$ cat src/hw/rtl/cse_div.sv
// Restoring divider, one quotient bit per cycle, unsigned magnitudes.
module cse_div #(
    parameter int NUM_W = 48,
    parameter int DEN_W = 16
) (
    input  logic             i_clk,
    input  logic             i_rst_n,
    input  logic             i_start,
    input  logic [NUM_W-1:0] i_num,
    input  logic [DEN_W-1:0] i_den,
    output logic             o_done,
    output logic [NUM_W-1:0] o_quot
);
    localparam int CNT_W = $clog2(NUM_W + 1);

    logic [NUM_W-1:0] r_num, n_num;
    logic [DEN_W-1:0] r_rem, n_rem;
    logic [DEN_W-1:0] r_den;
    logic [CNT_W-1:0] r_cnt;
    logic             r_busy;
    logic             r_done;
    logic [DEN_W:0]   w_trial;
    logic             w_ge;

    always_comb begin
        w_trial = {r_rem, r_num[NUM_W-1]};
        w_ge    = w_trial >= {1'b0, r_den};
        n_rem   = w_ge ? DEN_W'(w_trial - {1'b0, r_den}) : w_trial[DEN_W-1:0];
        n_num   = {r_num[NUM_W-2:0], w_ge};
    end

    always_ff @(posedge i_clk) begin
        if (!i_rst_n) begin
            r_busy <= 1'b0;
            r_done <= 1'b0;
            r_cnt  <= '0;
        end else begin
            r_done <= 1'b0;
            if (i_start) begin
                r_busy <= 1'b1;
                r_cnt  <= '0;
            end else if (r_busy) begin
                r_cnt <= r_cnt + CNT_W'(1);
                if (r_cnt == CNT_W'(NUM_W - 1)) begin
                    r_busy <= 1'b0;
                    r_done <= 1'b1;
                end
            end
        end
    end

    always_ff @(posedge i_clk) begin
        if (i_start) begin
            r_num <= i_num;
            r_rem <= '0;
            r_den <= i_den;
        end else if (r_busy) begin
            r_num <= n_num;
            r_rem <= n_rem;
        end
    end

    assign o_done = r_done;
    assign o_quot = r_num;
endmodule

$ cat config.mk
export PLATFORM = sky130hd
export DESIGN_NAME = cse_div
export DESIGN_NICKNAME = d
export VERILOG_FILES = /design/src/hw/rtl/cse_div.sv
export SDC_FILE = /design/constraint.sdc
export NUM_CORES = 1
export LEC_CHECK = 0
export ABC_AREA = 1
export BUFFER_PORTS_ARGS = -buffer_cell sky130_fd_sc_hd__clkbuf_2
export CORE_ASPECT_RATIO = 2
export CORE_UTILIZATION = 54
export CTS_CLUSTER_DIAMETER = 60
export DETAILED_ROUTE_END_ITERATION = 10
export PLACE_DENSITY = 0.9
export SETUP_SLACK_MARGIN = 0.15
export SKIP_CTS_REPAIR_TIMING = 1
export SLEW_MARGIN = 20
export SYNTH_ARGS = -nofsm -noshare
export SYNTH_HDL_FRONTEND = slang
export SYNTH_SLANG_ARGS = --single-unit
$ cat constraint.sdc
create_clock -name i_clk -period 2.1 [get_ports i_clk]
set_input_delay 0.42 -clock i_clk [delete_from_list [all_inputs] [get_ports i_clk]]
set_output_delay 0.42 -clock i_clk [all_outputs]
set_load 0.01 [all_outputs]
== After elaboration in Yosys (flattened, before gate mapping) ==
Index checks and enable logic that the tools add are counted.
Storage, ports and cells
  bits in registers: 88
  bits in latches: 0
  RAM bits: 0
  ROM bits: 0
  output and inout port bits: 49
  memories: 0
Operators by class
  add/sub/neg operators: 2
  $mul: 0
  div/mod/pow operators: 0
  magnitude comparators: 1
  eq/ne operators: 1
  shift operators: 0
  muxes and demuxes: 7
  bitwise gates (word level): 2
  reduce and logical (&&, ||, !) cells: 3
Operators by type and width (number)
  48-bit 2-to-1 mux: 2
  17-bit by 16-bit >= comparator with 1-bit output: 1
  16-bit 2-to-1 mux: 1
  16-bit subtractor: 1
  6-bit by 1-bit adder with 6-bit output, second input constant: 1
  6-bit equality test, second input constant: 1
  1-bit 2-to-1 mux: 4
  3-bit OR reduction: 1
  1-bit inverter: 2
  2-bit nonzero test: 1
  2-bit OR reduction: 1

== Logic depth before layout (Yosys ltp) ==
  depth after elaboration: 4
  mapped depth: 14
  gate-level depth less buffers: 14

== Worst setup path after synthesis ==
Ideal clock, no wire load.
  path type: register to register
  start: register r_num[47], in the netlist o_quot[47]
  end: register r_rem[14]
  arrival time: 1.745 ns
  required time: 1.988 ns
  path slack: 0.242 ns
  cell stages (with the launch flop): 12
  buffers on the path: 0
  cell sequence: edfxtp_1 > inv_1 > ha_1 > fa_1 > nor2_1 > nor2_1 > o21ai_1 > nand2_1 > nand3_1 > nand3_2 > nand2_1 > nand2_1
On the way
  cells in the longest elaborated chain, start to end: 2
  elaborated cells on any way between the ends: 3
  classes of those cells: add/sub: 1; order compare: 1; mux: 1
RTL lines
  start: declaration: line 16  | logic [NUM_W-1:0] r_num, n_num;
  start signal: assignment: line 54  | r_num <= i_num;
  start signal: assignment: line 58  | r_num <= n_num;
  16-bit subtractor or 17-bit by 16-bit >= comparator with 1-bit output (tied branches): line 28, 27
  16-bit 2-to-1 mux (*): line 28  | n_rem = w_ge ? DEN_W'(w_trial - {1'b0, r_den}) : w_trial[DEN_W-1:0];
  end signal: assignment: line 59  | r_rem <= n_rem;
  end: declaration: line 17  | logic [DEN_W-1:0] r_rem, n_rem;
Mark *: on every way between the ends. The rest lies on a longest branch, timed or not.
A chain may end at the register's enable or synchronous reset.

== Final worst setup path ==
  start: register r_den[0]
  end: register r_rem[10]
On the way
  cells in the longest elaborated chain, start to end: 2
  elaborated cells on any way between the ends: 3
  classes of those cells: add/sub: 1; order compare: 1; mux: 1
RTL lines
  start: declaration: line 18  | logic [DEN_W-1:0] r_den;
  start signal: assignment: line 56  | r_den <= i_den;
  16-bit subtractor or 17-bit by 16-bit >= comparator with 1-bit output (tied branches): line 28, 27
  16-bit 2-to-1 mux (*): line 28
Marks and branches as above.

==> reports/results.ini <==
[status]
status = finished, final reports clean

[finish]
layout-drive-gt1-share_pct = 29.3
area_growth_pct = 31.3
diodes = 0
fin_nets = 806
final_util_pct = 72.8

[power]
leakage_nw = 3.16
power_mw = 4.61
powerDensity_mw_per_mm2 = 738
peakVddDrop_v = 0.000579

[placement]
dpl.hpwl_microns = 9100
place.gp.congestion = 0.977
io_buffers = 115

[logic_synthesis]
synthesis.instances = 587
synth_top_area_cell = edfxtp_1
synth_top_area_share_pct = 40.4
synth_warnings = 0
synth.most_common_cell = nand2_1
avgSynthCellArea_sq_um = 8.11
synth_edf_count = 64
synth_nets = 672
synth_seq_cells = 88
synth-seq-area-share_pct = 50.5
synth_cell_types = 37
async_flop_share_pct = 0
ys_top_cells_by_count = 261 x nand2_1, 72 x inv_1, 64 x edfxtp_1
synth_area_leaders = edfxtp_1 40%, nand2_1 21%, dfxtp_1 10%, inv_1 5.7%, ha_1 4.5%
syn_area_sq_mm = 0.00476
synth_ff_type = edfxtp_1

[setup_path]
r2r_start = r_den[0]
arrival_ns = 2.25
regToRegSetupSlack_ns = 0.07
worstSetupStartpoint = r_den[0]
end_kind = register
critical_path_class = reg -> reg
cp_max_fo = 2
cp.required_ns = 2.32
crit_path_start_kind = register

[sta]
fin_worst_skew_ns = 0.0127
timing.slew.headroom_pct = 68.1
finalHoldViolations = 0
setup_viol = 0
finalMaxSlewViolations = 0
worstMarginPinSlew_ns = 0.479
min_period_ns = 2.03
fin_tns_setup_ns = 0
max_freq_mhz = 493
fin_crit_sh_pct = 96.6
rsz0062_at_grt = true

[drt]
vias = 4770
routed_wl_microns = 14900
drt_iter0_markers = 460
vias_per_cell = 5.77
drc = 0
dr.pass1.iters = 6
wl_per_cell_microns = 18.1
ant_nets = 0

[floorplanning]
core_area_sq_mm = 0.00859
fp.dieH_microns = 135
chipWidth_microns = 68.4
start_util_pct = 55.4
rows = 48
io_pins = 116
dieArea_sq_mm = 0.00922

[global_routing]
overflow = 0
grt_use_total_pct = 30.1
grt_pass1_vias = 4562
antenna_found_initial = 0
grt_max_degree = 64
grt_pass1_wl_microns = 20400

[clock_tree]
clk_latency_ns = 0.34
numCtsBuffers = 9
clk_pin_slew_ns = 0.07
cts-root-buf = clkbuf_16
clock-sinks = 88
cts_tree = yes
cts_buffer_depth = 2
cts_max_level = 3

[hold_path]
hold_path.class = in -> reg
min_from = i_den[4]

[job]
drv_cap = 0

==> worst max-delay path, stage by stage, from the launching register on <==
cell	delay [ns]
edfxtp_1	0.44
ha_4	0.20
fa_2	0.39
buf_6	0.14
nand3b_1	0.22
nand3_1	0.10
nand2_1	0.06
nand2_1	0.08
nand2_1	0.11
nand3_2	0.09
o21ai_2	0.06
==> placed cells by master (no fill, tap or decap), types with 2 or more instances in the layout <==
cell type,netlist,routed
nand2_1,261,252
clkbuf_2,1,115
inv_1,72,69
edfxtp_1,64,64
nand3_1,35,34
dfxtp_1,24,24
buf_4,0,17
nor2_1,17,15
ha_4,0,14
a21oi_1,12,12
clkbuf_16,0,11
o21ai_0,12,10
nand2_2,6,9
inv_2,4,7
nand2_4,1,7
nand3b_1,7,7
nor2_4,0,6
nand3_2,5,5
nand4_1,5,5
nor3_1,6,5
xnor2_1,4,4
nand2_8,1,3
ha_1,17,3
inv_6,0,3
a21oi_4,1,2
nor2_2,5,2
o21ai_2,1,2
o21ai_1,1,2
xor2_1,2,2
buf_12,0,2
==> cell type report <==
class | instances | area [sq um]
multi-input combinational | 410 | 2330
clock buffer | 11 | 275
timing repair buffer | 136 | 769
sequential | 88 | 2400
tap | 100 | 125
inverter | 76 | 285
fill | 517 | 2340
clock inverter | 5 | 62.6
==> final timing paths <==
check | end | depth (start not counted)
max | r_rem[10] | 10
min | r_den[4] | 1
max reg2reg | r_rem[10] | 10
min reg2reg | r_rem[9] | 2
==> sequential cells by signal (all words and copies together), names as in the netlist <==
name,cells
r_busy,1
r_rem,16
o_done,1
o_quot,48
r_den,16
r_cnt,6
==> power by group <==
group / total [mW] / internal, mW / switching (mW)
logic: 0.711 / 0.280 / 0.431
clock network: 1.80 / 1.08 / 0.722
registers: 2.10 / 2.02 / 0.0764
total: 4.61 / 3.38 / 1.23
==> stage by stage <==
stage               hold WS, ns  instance area [sq um]  instances  setup slack [ns]
floorplan                 0.444                   4760        587             0.242
global placement          0.460                   5440        793             0.136
detailed placement        0.465                   5440        793            0.0725
CTS                       0.244                   5770        809            0.0423
global route              0.242                   6250        826            0.0338
finish                    0.250                   6250        826            0.0721
==> metal layers <==
metal | up-vias | share of wire (%) | global-route usage (%)
met3 | 95 | 7.7 | 6.00
met4 | 0 | 6.4 | 22.2
met5 | - | 0 | 0
met1 | 2192 | 32 | 29.1
li1 | 2141 | - | -
met2 | 342 | 54 | 53.1
==> kinds of logic (layout without fill, tap and decap cells) <==
group	count (synthesis)	in the layout	share of synthesized area [%]
AND/OR/NAND/NOR	351	354	31.7
buffers and inverters	92	228	7.88
flip-flops	88	88	50.5
AO/OA/AOI/OAI	32	32	3.94
adder cells (fa/ha/maj)	18	18	4.89
XOR/XNOR	6	6	1.10
Note: power is estimated with default switching activity, not from simulation.
