## config.mk

```make
export PLATFORM = sky130hd
export DESIGN_NAME = cse_cell
export DESIGN_NICKNAME = d
export VERILOG_FILES = /design/src/hw/rtl/cse_pkg.sv /design/src/hw/rtl/cse_cell.sv
export SDC_FILE = /design/constraint.sdc
export NUM_CORES = 1
export LEC_CHECK = 0
export ABC_AREA = 1
export BUFFER_PORTS_ARGS = -buffer_cell sky130_fd_sc_hd__buf_2
export CAP_MARGIN = 30
export CORE_AREA = 2 2 237 239
export DETAILED_ROUTE_END_ITERATION = 7
export DIE_AREA = 0 0 239 241
export PLACE_DENSITY = 0.43
export SLEW_MARGIN = 0
export SYNTH_ARGS = -nofsm -noshare
export SYNTH_HDL_FRONTEND = slang
export SYNTH_SLANG_ARGS = --single-unit
```

## constraint.sdc

```tcl
create_clock -name i_clk -period 7.32 [get_ports i_clk]
set_input_delay 0.732 -clock i_clk [delete_from_list [all_inputs] [get_ports i_clk]]
set_output_delay 0.732 -clock i_clk [all_outputs]
set_load 0.02 [all_outputs]
```

## src/hw/rtl/cse_pkg.sv

```systemverilog
// Shared constants, entry type and field extraction helpers for the signal scaler.
package cse_pkg;

    localparam int NUM_ENTRIES_DEF = 16;
    localparam int FRAC_BITS_DEF   = 16;

    localparam int SLOT_W  = 4;
    localparam int ID_W    = 29;
    localparam int DATA_W  = 64;
    localparam int MUX_W   = 9;
    localparam int HSPEC_W = 10;
    localparam int LSPEC_W = 9;
    localparam int RAWIN_W = 16;
    localparam int OUTE_W  = 32;
    localparam int TAG_W   = 16;
    localparam int VAL_W   = 48;
    localparam int RAW_W   = 16;

    // item kinds
    localparam logic KIND_FRAME = 1'b0;
    localparam logic KIND_LOAD  = 1'b1;

    typedef struct packed {
        logic [ID_W-1:0]    id;
        logic [MUX_W-1:0]   mux;
        logic [HSPEC_W-1:0] high;
        logic [LSPEC_W-1:0] low;
        logic [TAG_W-1:0]   tag;
        logic               fault;
    } t_entry_fix;

    function automatic logic [3:0] field_width(input logic [8:0] spec);
        logic [2:0] lo;
        logic [2:0] hi;
        lo = spec[5:3];
        hi = spec[2:0];
        field_width = (hi >= lo) ? 4'(hi - lo) + 4'd1 : 4'd0;
    endfunction

    function automatic logic [7:0] field_value(input logic [DATA_W-1:0] data,
                                               input logic [8:0] spec);
        logic [7:0] byte_v;
        logic [3:0] w;
        logic [8:0] mask;
        byte_v = data[8*spec[8:6] +: 8];
        w      = field_width(spec);
        mask   = (9'd1 << w) - 9'd1;
        field_value = (byte_v >> spec[5:3]) & mask[7:0];
    endfunction

    function automatic logic [RAW_W-1:0] raw_value(input logic [DATA_W-1:0] data,
                                                   input logic [HSPEC_W-1:0] hs,
                                                   input logic [LSPEC_W-1:0] ls);
        logic [RAW_W-1:0] hv;
        hv = hs[9] ? RAW_W'(field_value(data, hs[8:0])) : '0;
        raw_value = (hv << field_width(ls)) + RAW_W'(field_value(data, ls));
    endfunction

endpackage

```

## src/hw/rtl/cse_cell.sv

```systemverilog
// One table cell: holds an entry, tests a frame, passes its contents down the ring.
module cse_cell #(
    parameter int GAIN_W = 49,
    parameter int OFF_W  = 66
) (
    input  logic                        i_clk,
    input  logic                        i_rst_n,
    input  logic                        i_load,
    input  logic                        i_rot,
    input  logic                        i_probe,
    input  logic [cse_pkg::ID_W-1:0]    i_fid,
    input  logic [7:0]                  i_byte0,
    input  cse_pkg::t_entry_fix         i_ld_fix,
    input  logic signed [GAIN_W-1:0]    i_ld_gain,
    input  logic signed [OFF_W-1:0]     i_ld_off,
    input  logic                        i_nb_valid,
    input  logic                        i_nb_match,
    input  cse_pkg::t_entry_fix         i_nb_fix,
    input  logic signed [GAIN_W-1:0]    i_nb_gain,
    input  logic signed [OFF_W-1:0]     i_nb_off,
    output logic                        o_valid,
    output logic                        o_match,
    output cse_pkg::t_entry_fix         o_fix,
    output logic signed [GAIN_W-1:0]    o_gain,
    output logic signed [OFF_W-1:0]     o_off
);
    logic                      r_valid;
    logic                      r_match;
    cse_pkg::t_entry_fix       r_fix;
    logic signed [GAIN_W-1:0]  r_gain;
    logic signed [OFF_W-1:0]   r_off;
    logic                      w_hit;

    assign w_hit = r_valid && (r_fix.id == i_fid)
                   && (!r_fix.mux[8] || (r_fix.mux[7:0] == i_byte0));

    always_ff @(posedge i_clk) begin
        if (!i_rst_n) begin
            r_valid <= 1'b0;
            r_match <= 1'b0;
        end else if (i_load) begin
            r_valid <= 1'b1;
        end else if (i_rot) begin
            r_valid <= i_nb_valid;
            r_match <= i_nb_match;
        end else if (i_probe) begin
            r_match <= w_hit;
        end
    end

    always_ff @(posedge i_clk) begin
        if (i_load) begin
            r_fix  <= i_ld_fix;
            r_gain <= i_ld_gain;
            r_off  <= i_ld_off;
        end else if (i_rot) begin
            r_fix  <= i_nb_fix;
            r_gain <= i_nb_gain;
            r_off  <= i_nb_off;
        end
    end

    assign o_valid = r_valid;
    assign o_match = r_match;
    assign o_fix   = r_fix;
    assign o_gain  = r_gain;
    assign o_off   = r_off;
endmodule

```

Word level (Yosys, flattened, before mapping)
Index checks and enable logic that the tools add are counted.

operators by class
  add/subtract/negate cells = 0
  multipliers = 0
  divide/modulo/power cells = 0
  magnitude comparators = 0
  eq/ne operators = 2
  shift-type cells = 0
  muxes and demuxes = 10
  bitwise gates (word level) = 1
  reduce and logical (&&, ||, !) cells = 7

operators by type and width
  kind                 number
  $mux W74             2
  $mux W66             2
  $mux W49             2
  $eq A29 B29 Y1       1
  $eq A8 B8 Y1         1
  $mux W1              4
  $reduce_bool A2 Y1   2
  $logic_and A1 B1 Y1  2
  $reduce_and A2 Y1    1
  $logic_not A1 Y1     1
  $logic_or A1 B1 Y1   1
  $not A1 Y1           1

storage, ports and cells
  register bits = 191
  latch bits = 0
  memory bits (writable) = 0
  memory bits (read-only) = 0
  input bits = 422
  output and inout bits = 191
  logic and storage cells = 30
  memories kept = 0

Logic depth before layout (Yosys ltp)
  depth in word-level cells = 5
  gate-level depth with buffers = 10
  depth with buffers taken out = 10

Worst setup path after synthesis
Ideal clock, no wire load.

  path type = input port to flip-flop
  start = input port i_load
  end = register r_fix (netlist bit o_fix[0]) (enable)
  library setup time = 0.557 ns
  arrival time = 5.314 ns
  required time = 6.763 ns
  setup slack = 1.449 ns
  stages = 5
  path buffers = 3
  path through = buf_2 -> inv_2 -> buf_2 -> buf_4 -> nand2_1

on the way
  longest elaborated chain between the ends = 1

RTL lines
  what                          RTL line        source
  start, declared               cse_cell.sv:8   input logic i_load,
  $reduce_bool A2 Y1 (no line)  -
  end signal, assigned          cse_cell.sv:53  r_fix <= i_ld_fix;
  end signal, assigned          cse_cell.sv:57  r_fix <= i_nb_fix;
  end, declared                 cse_cell.sv:29  cse_pkg::t_entry_fix r_fix;

No other way between the ends.
A chain may end at the register's enable or synchronous reset.

Worst setup path after layout
  start = input port i_load
  end = register r_fix (netlist bit o_fix[1]) (enable)

The elaborated chain is that of the path after synthesis.

==> results.tsv <==
metric	value	unit
hold_viol_final	0	
drt-total-wl	34.3	mm
final.setup.tns	0	ns
ff2ff_setup_slack	5.89	ns
finClkSkew	0.00647	ns
ys_types	22	
path_common_cell	buf_4	
use_met2	19.9	%
worstMarginPinSlew	0.975	ns
yosys.area.top_type	edfxtp_1	
die_area	57600	sq um
cts_hold_buf	0	
die_h	241	um
rsz0062_at_grt	false	
rows	86	
slew_headroom	35.0	%
grt.busiest_layer	met2	
grt.total_usage	11.3	%
synthesis.area	8870	sq um
grt_pass1_wl	47.6	mm
dpl.hpwl	27.0	mm
synth_seq_area_share	64.5	%
routedWlPerCell	14.9	um
layout.nets	2007	
post_drt_via_cell_ratio	3.65	
port_buffers	612	
ys_ff_latch	191	
areaGrowthSynthToFinish	49.8	%
cp.required	7.44	ns
hold_path_class	primary input to flop	
cts.clk_slew.worst_paths	0.07	ns
met3_usage	3.40	%
syn_inst	989	
status	finished clean	
fin_crit_sh	40.5	%
crit_slowest_cell	buf_4	
leakagePower	7.01	nW
globalplace.congestion	0.851	
cp.arrival	3.08	ns
grt_pass1_vias	8238	
crit_fanout	112	
finalMaxSlewViolations	0	
post_cts_buffers	0	
first_pass_iters	7	
tritoncts	yes	
cts_resized	0	
nFillCells	6062	
path_class	primary input to flop	
yosys.area.top_type_share	64.0	%
finalPower	2.98	mW
antenna_found_initial	6	
setup_viol	0	
drcViolationCount	0	
path_cells	buf_6, inv_6, nand2_4, buf_4, buf_4	
grt.overflow.total	0	
startpoint_type	primary input	
cts_sinks	191	
dpl_worst_slack	3.75	ns
postRouteAntennaNets	0	
crit_buf_inv	4	
irDropWorstVdd	165	uV
cts_made_buffers	17	
clk_path_buf_depth	2	
period_needed	2.96	ns
drtIter0Drc	312	
yosysWarnings	0	
synth.net_count	1411	
cp_top_family	buffers and inverters	
grt_max_degree	113	
fmax	338	MHz
clk_latency	0.48	ns
end_kind	flop	
initial_core_util	16.2	%
drv_cap	0	
power_density	225	nW/um^2
postSynthAreaPerCell	8.97	sq um
final_util	24.2	%
drive_above_1_share	41.2	%
io_pins	613	
slowest_delay	0.61	ns
htree_levels	4	
core_area	54900	sq um
clock-root-buffer	clkbuf_16	
dieWidth	239	um
vias	8408	
grt.met1_usage	12.3	%
synth_top_cells_by_area	edfxtp_1, nand2_1, inv_1	
fin_ws	4.36	ns
==> report_power, final <==
group,internal (mW),leakage [nW],switching (mW)
clock,0.515,0.297,0.476
combinational,0.218,4.75,0.386
sequential,1.34,1.96,0.0480
==> layout by cell type, fill, tap and decap left out, types with 2 or more instances in the layout <==
master | synthesis | final
nand2_1 | 653 | 652
inv_1 | 57 | 57
inv_6 | 0 | 9
buf_2 | 25 | 611
dfxtp_1 | 2 | 2
clkbuf_16 | 0 | 17
nor2_2 | 2 | 2
o21ai_0 | 2 | 2
bufinv_16 | 0 | 2
buf_4 | 10 | 6
xnor2_1 | 10 | 10
nand3_1 | 3 | 3
edfxtp_1 | 189 | 189
nor2_1 | 19 | 19
diode_2 | 0 | 2
==> per-stage QoR <==
step | instance area [sq um] | std cells | hold WS, ns
final | 13300 | 2304 | 0.493
after global routing | 13300 | 2304 | 0.478
after CTS | 13200 | 2301 | 0.439
after detailed placement | 12600 | 2269 | 0.581
after global placement | 12600 | 2269 | 0.616
after floorplan | 8870 | 989 | 0.632
==> cells by family after synthesis <==
| group | Yosys count | share of synthesized area (%) |
|---|---|---|
| xor gates and xnor gates | 11 | 1.09 |
| and+or+nand+nor | 681 | 29.1 |
| DFF | 191 | 64.5 |
| buffers and inverters | 101 | 5.05 |
| AOI/OAI and AO/OA | 5 | 0.324 |
==> flip-flops by register name, summed over array words and instances (netlist names) <==
name,count
o_fix,74
o_off,66
o_gain,49
o_match,1
o_valid,1
==> layout make-up <==
| class | count | area (sq um) | area share, % |
|---|---|---|---|
| Antenna cell | 2 | 5.00 | 0.0377 |
| Multi-Input combinational cell | 697 | 2710 | 20.4 |
| Sequential cell | 191 | 5720 | 43.0 |
| Clock inverter | 15 | 175 | 1.32 |
| Tap cell | 704 | 881 | 6.63 |
| Inverter | 59 | 226 | 1.71 |
| Timing Repair Buffer | 619 | 3140 | 23.7 |
| Clock buffer | 17 | 425 | 3.20 |
==> final timing paths <==
path,depth (start not counted),startpoint,endpoint
hold / removal,3,i_rst_n,o_valid$_SDFFE_PN0P_
setup / recovery,5,i_load,o_fix[1]$_DFFE_PP_
setup reg to reg,7,o_fix[40]$_DFFE_PP_,o_match$_SDFFE_PN0P_
hold reg to reg,2,o_match$_SDFFE_PN0P_,o_match$_SDFFE_PN0P_
==> routing by layer <==
| metal | part of all wire (%) | wire length [um] | vias to the layer above |
|---|---|---|---|
| met5 | 0.14 | 48 | - |
| met4 | 3.2 | 1100 | 6 |
| met3 | 7.9 | 2730 | 54 |
| met2 | 50 | 17300 | 385 |
| met1 | 38 | 13200 | 3684 |
| li1 | - | - | 4279 |
==> synthesized netlist by cell type <==
| cell | n |
|---|---|
| nand3_2 | 1 |
| nor2_1 | 19 |
| inv_2 | 2 |
| inv_1 | 57 |
| nand3_1 | 3 |
| buf_2 | 25 |
| o21ai_1 | 1 |
| o21ai_0 | 2 |
| nand4_1 | 1 |
| xor2_1 | 1 |
| a21oi_2 | 1 |
| xnor2_1 | 10 |
| clkbuf_1 | 5 |
| dfxtp_1 | 2 |
| nand2_1 | 653 |
| buf_1 | 2 |
| nand2_2 | 1 |
| or2_2 | 1 |
| a21oi_1 | 1 |
| nor2_2 | 2 |
| buf_4 | 10 |
| edfxtp_1 | 189 |
==> worst register-to-register path: cells and delay by family (launching register included) <==
family	cells	cell delay (ns)
and+or+nand+nor	5	0.62
DFF	1	0.46
xor gates and xnor gates	1	0.17
AOI/OAI and AO/OA	1	0.11
No activity file was read; power rests on OpenSTA's default activity.
