### config.mk
export PLATFORM = sky130hd
export DESIGN_NAME = cse_pipe
export DESIGN_NICKNAME = d
export VERILOG_FILES = /design/src/hw/rtl/cse_pkg.sv /design/src/hw/rtl/cse_pipe.sv
export SDC_FILE = /design/constraint.sdc
export NUM_CORES = 2
export LEC_CHECK = 0
export BUFFER_PORTS_ARGS = -buffer_cell sky130_fd_sc_hd__buf_4
export CAP_MARGIN = 15
export CORE_ASPECT_RATIO = 0.9
export CORE_UTILIZATION = 46
export CTS_BUF_LIST = sky130_fd_sc_hd__clkbuf_16
export DETAILED_ROUTE_END_ITERATION = 10
export PLACE_DENSITY = 0.62
export SYNTH_ARGS = -nofsm -noshare
export SYNTH_HDL_FRONTEND = slang
export SYNTH_SLANG_ARGS = --single-unit
### constraint.sdc
create_clock -name i_clk -period 7.3 [get_ports i_clk]
set_input_delay 0.73 -clock i_clk [delete_from_list [all_inputs] [get_ports i_clk]]
set_output_delay 0.73 -clock i_clk [all_outputs]
set_load 0.01 [all_outputs]
### src/hw/rtl/cse_pkg.sv
// Shared constants, entry type and field extraction helpers for the signal scaler.
package cse_pkg;

    localparam int NUM_ENTRIES_DEF = 16;
    localparam int FRAC_BITS_DEF   = 16;

    localparam int SLOT_W  = 4;
    localparam int ID_W    = 29;
    localparam int DATA_W  = 64;
    localparam int MUX_W   = 9;
    localparam int HSPEC_W = 10;
    localparam int LSPEC_W = 9;
    localparam int RAWIN_W = 16;
    localparam int OUTE_W  = 32;
    localparam int TAG_W   = 16;
    localparam int VAL_W   = 48;
    localparam int RAW_W   = 16;

    // item kinds
    localparam logic KIND_FRAME = 1'b0;
    localparam logic KIND_LOAD  = 1'b1;

    typedef struct packed {
        logic [ID_W-1:0]    id;
        logic [MUX_W-1:0]   mux;
        logic [HSPEC_W-1:0] high;
        logic [LSPEC_W-1:0] low;
        logic [TAG_W-1:0]   tag;
        logic               fault;
    } t_entry_fix;

    function automatic logic [3:0] field_width(input logic [8:0] spec);
        logic [2:0] lo;
        logic [2:0] hi;
        lo = spec[5:3];
        hi = spec[2:0];
        field_width = (hi >= lo) ? 4'(hi - lo) + 4'd1 : 4'd0;
    endfunction

    function automatic logic [7:0] field_value(input logic [DATA_W-1:0] data,
                                               input logic [8:0] spec);
        logic [7:0] byte_v;
        logic [3:0] w;
        logic [8:0] mask;
        byte_v = data[8*spec[8:6] +: 8];
        w      = field_width(spec);
        mask   = (9'd1 << w) - 9'd1;
        field_value = (byte_v >> spec[5:3]) & mask[7:0];
    endfunction

    function automatic logic [RAW_W-1:0] raw_value(input logic [DATA_W-1:0] data,
                                                   input logic [HSPEC_W-1:0] hs,
                                                   input logic [LSPEC_W-1:0] ls);
        logic [RAW_W-1:0] hv;
        hv = hs[9] ? RAW_W'(field_value(data, hs[8:0])) : '0;
        raw_value = (hv << field_width(ls)) + RAW_W'(field_value(data, ls));
    endfunction

endpackage

### src/hw/rtl/cse_pipe.sv
// Result pipeline: field extraction, split multiply, offset add, saturation.
module cse_pipe #(
    parameter int GAIN_W = 49,
    parameter int OFF_W  = 66,
    parameter int ACC_W  = 67
) (
    input  logic                           i_clk,
    input  logic                           i_rst_n,
    input  logic                           i_en,
    input  logic                           i_vld,
    input  cse_pkg::t_entry_fix            i_fix,
    input  logic signed [GAIN_W-1:0]       i_gain,
    input  logic signed [OFF_W-1:0]        i_off,
    input  logic                           i_last,
    input  logic [cse_pkg::DATA_W-1:0]     i_payload,
    output logic                           o_vld,
    output logic [cse_pkg::TAG_W-1:0]      o_tag,
    output logic signed [cse_pkg::VAL_W-1:0] o_value,
    output logic                           o_sat,
    output logic                           o_fault,
    output logic                           o_last
);
    localparam int HI_W = GAIN_W - 32;
    localparam int VW   = cse_pkg::VAL_W;

    // stage 1: captured entry and frame data
    logic                         r1_vld;
    cse_pkg::t_entry_fix          r1_fix;
    logic signed [GAIN_W-1:0]     r1_gain;
    logic signed [OFF_W-1:0]      r1_off;
    logic                         r1_last;
    logic [cse_pkg::DATA_W-1:0]   r1_data;
    // stage 2: raw value
    logic                         r2_vld;
    logic [cse_pkg::TAG_W-1:0]    r2_tag;
    logic                         r2_fault, r2_last;
    logic signed [GAIN_W-1:0]     r2_gain;
    logic signed [OFF_W-1:0]      r2_off;
    logic [cse_pkg::RAW_W-1:0]    r2_raw;
    // stage 3: partial products
    logic                         r3_vld;
    logic [cse_pkg::TAG_W-1:0]    r3_tag;
    logic                         r3_fault, r3_last;
    logic [47:0]                  r3_plo;
    logic signed [HI_W+16:0]      r3_phi;
    logic signed [OFF_W-1:0]      r3_off;
    // stage 4: sum
    logic                         r4_vld;
    logic [cse_pkg::TAG_W-1:0]    r4_tag;
    logic                         r4_fault, r4_last;
    logic signed [ACC_W-1:0]      r4_acc;
    // output
    logic                         r_vld;
    logic [cse_pkg::TAG_W-1:0]    r_tag;
    logic signed [VW-1:0]         r_value;
    logic                         r_sat, r_fault, r_last;

    logic signed [ACC_W-1:0]      w_hi, w_lo, w_off, n_acc;
    logic                         w_fits;
    logic signed [HI_W-1:0]       w_ghi;

    assign w_ghi = r2_gain[GAIN_W-1:32];

    always_comb begin
        w_hi   = ACC_W'(r3_phi);
        w_lo   = ACC_W'({1'b0, r3_plo});
        w_off  = ACC_W'(r3_off);
        n_acc  = (w_hi <<< 32) + w_lo + w_off;
        w_fits = (r4_acc[ACC_W-1:VW-1] == '0) || (r4_acc[ACC_W-1:VW-1] == '1);
    end

    always_ff @(posedge i_clk) begin
        if (!i_rst_n) begin
            r1_vld <= 1'b0;
            r2_vld <= 1'b0;
            r3_vld <= 1'b0;
            r4_vld <= 1'b0;
            r_vld  <= 1'b0;
        end else if (i_en) begin
            r1_vld <= i_vld;
            r2_vld <= r1_vld;
            r3_vld <= r2_vld;
            r4_vld <= r3_vld;
            r_vld  <= r4_vld;
        end
    end

    always_ff @(posedge i_clk) begin
        if (i_en) begin
            r1_fix   <= i_fix;
            r1_gain  <= i_gain;
            r1_off   <= i_off;
            r1_last  <= i_last;
            r1_data  <= i_payload;

            r2_tag   <= r1_fix.tag;
            r2_fault <= r1_fix.fault;
            r2_last  <= r1_last;
            r2_gain  <= r1_gain;
            r2_off   <= r1_off;
            r2_raw   <= cse_pkg::raw_value(r1_data, r1_fix.high, r1_fix.low);

            r3_tag   <= r2_tag;
            r3_fault <= r2_fault;
            r3_last  <= r2_last;
            r3_plo   <= 48'(r2_gain[31:0]) * 48'(r2_raw);
            r3_phi   <= (HI_W+17)'(w_ghi) * $signed({1'b0, r2_raw});
            r3_off   <= r2_off;

            r4_tag   <= r3_tag;
            r4_fault <= r3_fault;
            r4_last  <= r3_last;
            r4_acc   <= n_acc;

            r_tag    <= r4_tag;
            r_fault  <= r4_fault;
            r_last   <= r4_last;
            r_sat    <= !w_fits;
            if (w_fits) begin
                r_value <= r4_acc[VW-1:0];
            end else begin
                r_value <= r4_acc[ACC_W-1] ? {1'b1, {(VW-1){1'b0}}} : {1'b0, {(VW-1){1'b1}}};
            end
        end
    end

    assign o_vld   = r_vld;
    assign o_tag   = r_tag;
    assign o_value = r_value;
    assign o_sat   = r_sat;
    assign o_fault = r_fault;
    assign o_last  = r_last;
endmodule

-- Yosys cells after proc, flatten, opt, wreduce, memory -nomap -nowiden
Cells that the tools add are included.
- flip-flop bits (word level): 688
- input bits: 258
- mux-type cells: 5
- shifts and indexed selects: 7
- $lt $le $gt $ge: 2
- bitwise operators: 2
- reductions and logical operators: 3
- equality and inequality tests: 1
- $add $sub $neg: 9
- multiply operators: 2
- operators with widths (kind ; number):
    variable part select 64 x 7 -> 8 bit ; 2
    2-to-1 mux 48 bit ; 2
    adder 66 x 49 -> 67 bit ; 1
    adder 67 x 66 -> 67 bit ; 1
    multiplier 32 x 16 -> 48 bit ; 1
    multiplier 17 x 17 -> 34 bit ; 1
    equality test 20 bit, second input constant ; 1
    zero test 20 bit ; 1
    adder 16 x 8 -> 16 bit ; 1
    bitwise AND 8 bit ; 2
    left shift 1 x 4 -> 8 bit, first input constant ; 2
    left shift 8 x 4 -> 16 bit ; 1
    right shift 8 x 3 -> 8 bit ; 2
    subtractor 8 x 1 -> 8 bit, second input constant ; 2
    adder 4 x 1 -> 4 bit, second input constant ; 2
    2-to-1 mux 4 bit ; 2
    2-to-1 mux 8 bit ; 1
    subtractor 3 x 3 -> 4 bit ; 2
    greater-or-equal comparator 3 bit ; 2
    zero test 1 bit ; 1
    logical OR 1 bit ; 1

-- Depth between registers and ports, before layout
- depth in word-level cells: 9
- gate-level depth with buffers: 27

-- Worst setup path before layout
OpenSTA, ideal clock, no wires.
- kind: reg2reg
- start: reg r2_raw[1] (netlist bit)
- end: reg r3_plo[43] (data pin)
- path slack: 642 ps
- library setup time: 266 ps
- cell stages (with the launch flop): 24
- arrival time: 6392 ps
- path through: edfxtp_1 clkbuf_1 clkbuf_1 nand2_1 fa_1 fa_1 fa_1 inv_1 fa_1 fa_1 inv_1 fa_1 inv_1 ha_1 and3_1 a31o_2 a211o_1 a221oi_2 o21ai_1 o21ai_1 o31ai_1 a311oi_2 o21bai_1 xor2_1
- longest elaborated chain between the ends: 1
- ends and longest elaborated chain (item ; RTL line ; RTL):
    start, declared ; cse_pipe.sv:39 ; logic [cse_pkg::RAW_W-1:0] r2_raw;
    start signal, assigned ; cse_pipe.sv:101 ; r2_raw <= cse_pkg::raw_value(r1_data, r1_fix.high, r1_fix.low);
    multiplier 32 x 16 -> 48 bit ; cse_pipe.sv:106 ; r3_plo <= 48'(r2_gain[31:0]) * 48'(r2_raw);
    end signal, assigned ; cse_pipe.sv:106 ;
    end, declared ; cse_pipe.sv:44 ; logic [47:0] r3_plo;
No other way between the ends.
A chain may end at the register's enable or synchronous reset.

-- Final worst setup path
- start: reg r2_gain[11]
- end: reg r3_plo[43] (data pin)
- longest elaborated chain between the ends: 1
- ends and longest elaborated chain (item ; RTL line ; RTL):
    start, declared ; cse_pipe.sv:37 ; logic signed [GAIN_W-1:0] r2_gain;
    start signal, assigned ; cse_pipe.sv:99 ; r2_gain <= r1_gain;
    multiplier 32 x 16 -> 48 bit ; cse_pipe.sv:106 ;
No other way between the ends.

==> run_results.csv <==
group,metric,value,unit
synth,syn_area,0.05600,mm2
floorplanning,design.core.area,0.1208,mm2
final_layout,seqCellArea,0.02061,mm2
floorplanning,rows,121,
timing,period_minus_slack,6.976,ns
floorplanning,initial_utilization,46.35,%
synth,synth-async-reset-ratio,0,%
clock_network,htreeDepth,3,
final_layout,layout.nets,6578,
global_routing,antenna_found_initial,12,
synth,synth_flop_cell,"edfxtp_1",
place,dp_hpwl,97.28,mm
floorplanning,die_h,333.0,um
route,vias,35540,
timing,drv_slew,0,
worst_setup_path,path_class,"flop to flop",
global_routing,grtUsageTotal,21.18,%
synth,synth.area.top_cells,"edfxtp_1 37%, fa_1 26%, ha_1 7.7%",
worst_setup_path,reg2reg_from,"r2_gain[11]",
timing,fin_tns_setup,0,ns
worst_setup_path,rrSetupSlack,0.32,ns
synth,synth_edf_count,683,
synth,ys_ff_latch,688,
worst_hold_path,worstHoldStart,"i_off[55]",
place,portBuffers,287,
clock_network,cts_hold_buf,0,
synth,syn_inst,4924,
job,drv_cap,0,
timing,slew_headroom,30.85,%
global_routing,grt_pass1_wl,202.3,mm
timing,setup_viol,0,
global_routing,grt_max_degree,139,
clock_network,clk_pin_slew_worst_paths,0.06,ns
timing,tightest_slew,1.028,ns
worst_setup_path,worstPathArrival,7.39,ns
synth,synth.top_cell.area_share,36.62,%
route,routed_wl,127.0,mm
worst_setup_path,critPathLaunch,"r2_gain[11]",
clock_network,cts.sinks,688,
worst_setup_path,max_stage_delay,0.68,ns
worst_setup_path,crit_chain,"nand2_1, fa_1, fa_1, fa_1, inv_1, fa_1, fa_1, inv_1, fa_1, inv_1, ha_1, and3_1, o2111a_1, a211o_1, a221oi_2, o21ai_1, o21ai_1, o31ai_1, a311oi_2, o21bai_1, xor2_1",
final_layout,diodes,0,
worst_setup_path,reg2reg_to,"r3_plo[43]",
floorplanning,fp.dieW,369.8,um
worst_setup_path,start_kind,"flop",
clock_network,cts_buffer_depth,3,
final_layout,postLayoutCoreUtil,52.34,%
place,routabilityCongestion,0.8982,
clock_network,cts-buffers-inserted,74,
worst_setup_path,critPathMaxFanout,10,
status,status,"finished with violations",
route,ant_nets,0,
final_layout,fillers,10720,
worst_setup_path,reg2reg_depth,21,
global_routing,grt_pass1_vias,36770,
final_layout,areaGrowthSynthToFinish,12.92,%
timing,hold_viol_final,0,
synth,yosysTopAreaCell,"edfxtp_1",
timing,rsz0062_at_grt,"false",
synth,avgSynthCellArea,11.37,um2
worst_setup_path,critPathRequiredTime,7.72,ns
worst_hold_path,whs_path_depth,1,
route,drc,13,
worst_setup_path,path_buf_inv,3,
timing,finClkSkew,0.04778,ns
floorplanning,dieArea,0.1231,mm2
clock_network,cts_tree,"yes",
worst_setup_path,crit_family,"adder cells",
floorplanning,ios,326,
status,violations,"DRC",
timing,fmax,143.4,MHz
worst_setup_path,crit_top_cell,"fa_1",
timing,fin_crit_sh,95.56,%
route,avgRoutedWirePerCell,18.37,um
worst_hold_path,min_path_type,"input port to flop",
synth,synth_warnings,0,
synth,syn-num-nets,6243,
route,first_iter_violations,2291,
final_layout,multi_input_area,0.03115,mm2
route,first_pass_iters,11,
worst_hold_path,holdPathEnd,"r1_off[55]",
synth,ys_seq_area_share,36.80,%
synth,netlist-cell-type-count,88,
final_layout,drive_gt1_share,12.26,%
global_routing,overflow,0,
route,via_per_inst,5.143,
worst_setup_path,worst_path_max_delay_cell,"edfxtp_1",
clock_network,clkLatencyLatePin,0.71,ns
clock_network,ctsRootBufferMaster,"clkbuf_16",
worst_setup_path,worstSetupEndpointType,"flop",
==> per-stage QoR <==
stage / hold WS [ns] / setup WS (ns) / instances / instance area (um2)
floorplan: 0.4003 / 0.6419 / 4924 / 56000
global placement: 0.4002 / 0.02395 / 6751 / 60620
global route: 0.1696 / 0.003201 / 6911 / 63240
finish: 0.2086 / 0.3244 / 6911 / 63240
CTS: 0.1493 / 0.09447 / 6880 / 62970
detailed placement: 0.4045 / 0.1293 / 6751 / 60620
==> registers in the layout (all words and copies together) (netlist names), 16 cells and up <==
register	flops
o_tag	16
r1_off	66
r2_gain	49
r3_plo	48
o_value	48
r4_tag	16
r1_fix	36
r1_data	64
r1_gain	49
r3_tag	16
r3_phi	34
r2_raw	16
r2_off	66
r4_acc	67
r3_off	66
r2_tag	16
==> layer usage <==
layer	track usage (%)	routed length [um]	part of all wire [%]	up-vias
met5	0	116	0.091	-
met4	5.917	2867	2.3	20
met3	4.506	8721	6.9	167
met2	32.19	55990	44	977
met1	30.61	59280	47	17700
li1	-	-	-	16680
==> kinds of logic after synthesis <==
group                    count (synthesis)  synth area share (%)
XOR/XNOR                               149                 2.330
AO/OA/AOI/OAI                          593                 6.944
buffers and inverters                 1118                 7.621
multiplexers                            74                 2.232
adder cells (fa/ha/maj)               1061                 33.32
AND/OR/NAND/NOR                       1241                 10.75
flip-flops                             688                 36.80
==> layout by cell type (no fill, tap or decap), drive strengths merged, types with 9 or more instances in the layout <==
| cell | Yosys | final |
|---|---|---|
| nand2b | 23 | 23 |
| nor2 | 106 | 106 |
| a31oi | 25 | 25 |
| o211ai | 11 | 11 |
| nand3 | 52 | 52 |
| mux4 | 39 | 39 |
| xor2 | 49 | 49 |
| buf | 15 | 461 |
| ha | 344 | 344 |
| a21oi | 154 | 154 |
| a221oi | 10 | 10 |
| o21bai | 30 | 30 |
| o21a | 12 | 12 |
| clkinv | 0 | 26 |
| nor2b | 43 | 43 |
| nand4 | 25 | 25 |
| nand2 | 572 | 572 |
| fa | 717 | 717 |
| o31ai | 9 | 9 |
| o21ai | 149 | 149 |
| a211oi | 20 | 20 |
| and3 | 23 | 23 |
| and2 | 320 | 320 |
| nor4 | 15 | 15 |
| inv | 916 | 934 |
| nor3 | 32 | 32 |
| clkbuf | 187 | 75 |
| a21o | 80 | 80 |
| edfxtp | 683 | 683 |
| xnor2 | 100 | 100 |
| a311oi | 10 | 10 |
| mux2i | 27 | 27 |
==> worst register-to-register path: stages (launching register included) <==
cell and delay (ns):
edfxtp_1 0.68, nand2_1 0.15, fa_1 0.52, fa_1 0.52, fa_1 0.56, inv_1 0.05
fa_1 0.50, fa_1 0.50, inv_1 0.05, fa_1 0.51, inv_1 0.05, ha_1 0.31
and3_1 0.21, o2111a_1 0.20, a211o_1 0.36, a221oi_2 0.34, o21ai_1 0.13, o21ai_1 0.24
o31ai_1 0.17, a311oi_2 0.38, o21bai_1 0.14, xor2_1 0.15
==> area by class of cell <==
type	count	share of cell area, %
Clock inverter	54	0.7459
Multi-Input combinational cell	3118	49.25
Clock buffer	75	2.968
Timing Repair Buffer	461	5.841
Tap cell	1599	3.164
Sequential cell	688	32.59
Inverter	916	5.437
==> cell usage after synthesis, drive strengths merged (6+ instances only) <==
| cell type | count |
|---|---|
| a211o | 6 |
| a211oi | 20 |
| a21boi | 6 |
| a21o | 80 |
| a21oi | 154 |
| a221oi | 10 |
| a22oi | 7 |
| a311oi | 10 |
| a31o | 8 |
| a31oi | 25 |
| and2 | 320 |
| and3 | 23 |
| buf | 15 |
| clkbuf | 187 |
| edfxtp | 683 |
| fa | 717 |
| ha | 344 |
| inv | 916 |
| mux2 | 8 |
| mux2i | 27 |
| mux4 | 39 |
| nand2 | 572 |
| nand2b | 23 |
| nand3 | 52 |
| nand4 | 25 |
| nor2 | 106 |
| nor2b | 43 |
| nor3 | 32 |
| nor4 | 15 |
| o211ai | 11 |
| o21a | 12 |
| o21ai | 149 |
| o21bai | 30 |
| o31a | 8 |
| o31ai | 9 |
| or2 | 8 |
| or3 | 6 |
| xnor2 | 100 |
| xor2 | 49 |
==> timing repair <==
| item | in CTS | in global routing |
|---|---|---|
| setup buffers | 0 | 30 |
| endpoints found under the setup margin | 0 | 14 |
| gates resized for setup | 0 | 1 |
==> worst max-delay path by stage <==
stage	endpoint	slack [ns]	cells past startpoint
floorplan	r3_plo[43]	0.64	23
global placement	r3_phi[30]	0.02	25
detailed placement	r3_phi[30]	0.13	25
CTS	r3_phi[30]	0.09	25
global route	r3_plo[47]	0.003	22
finish	r3_plo[43]	0.32	21
Power is left out: the tool's default activity adds up to more than one toggle a clock period on the data nets, which glitch-free logic cannot reach.
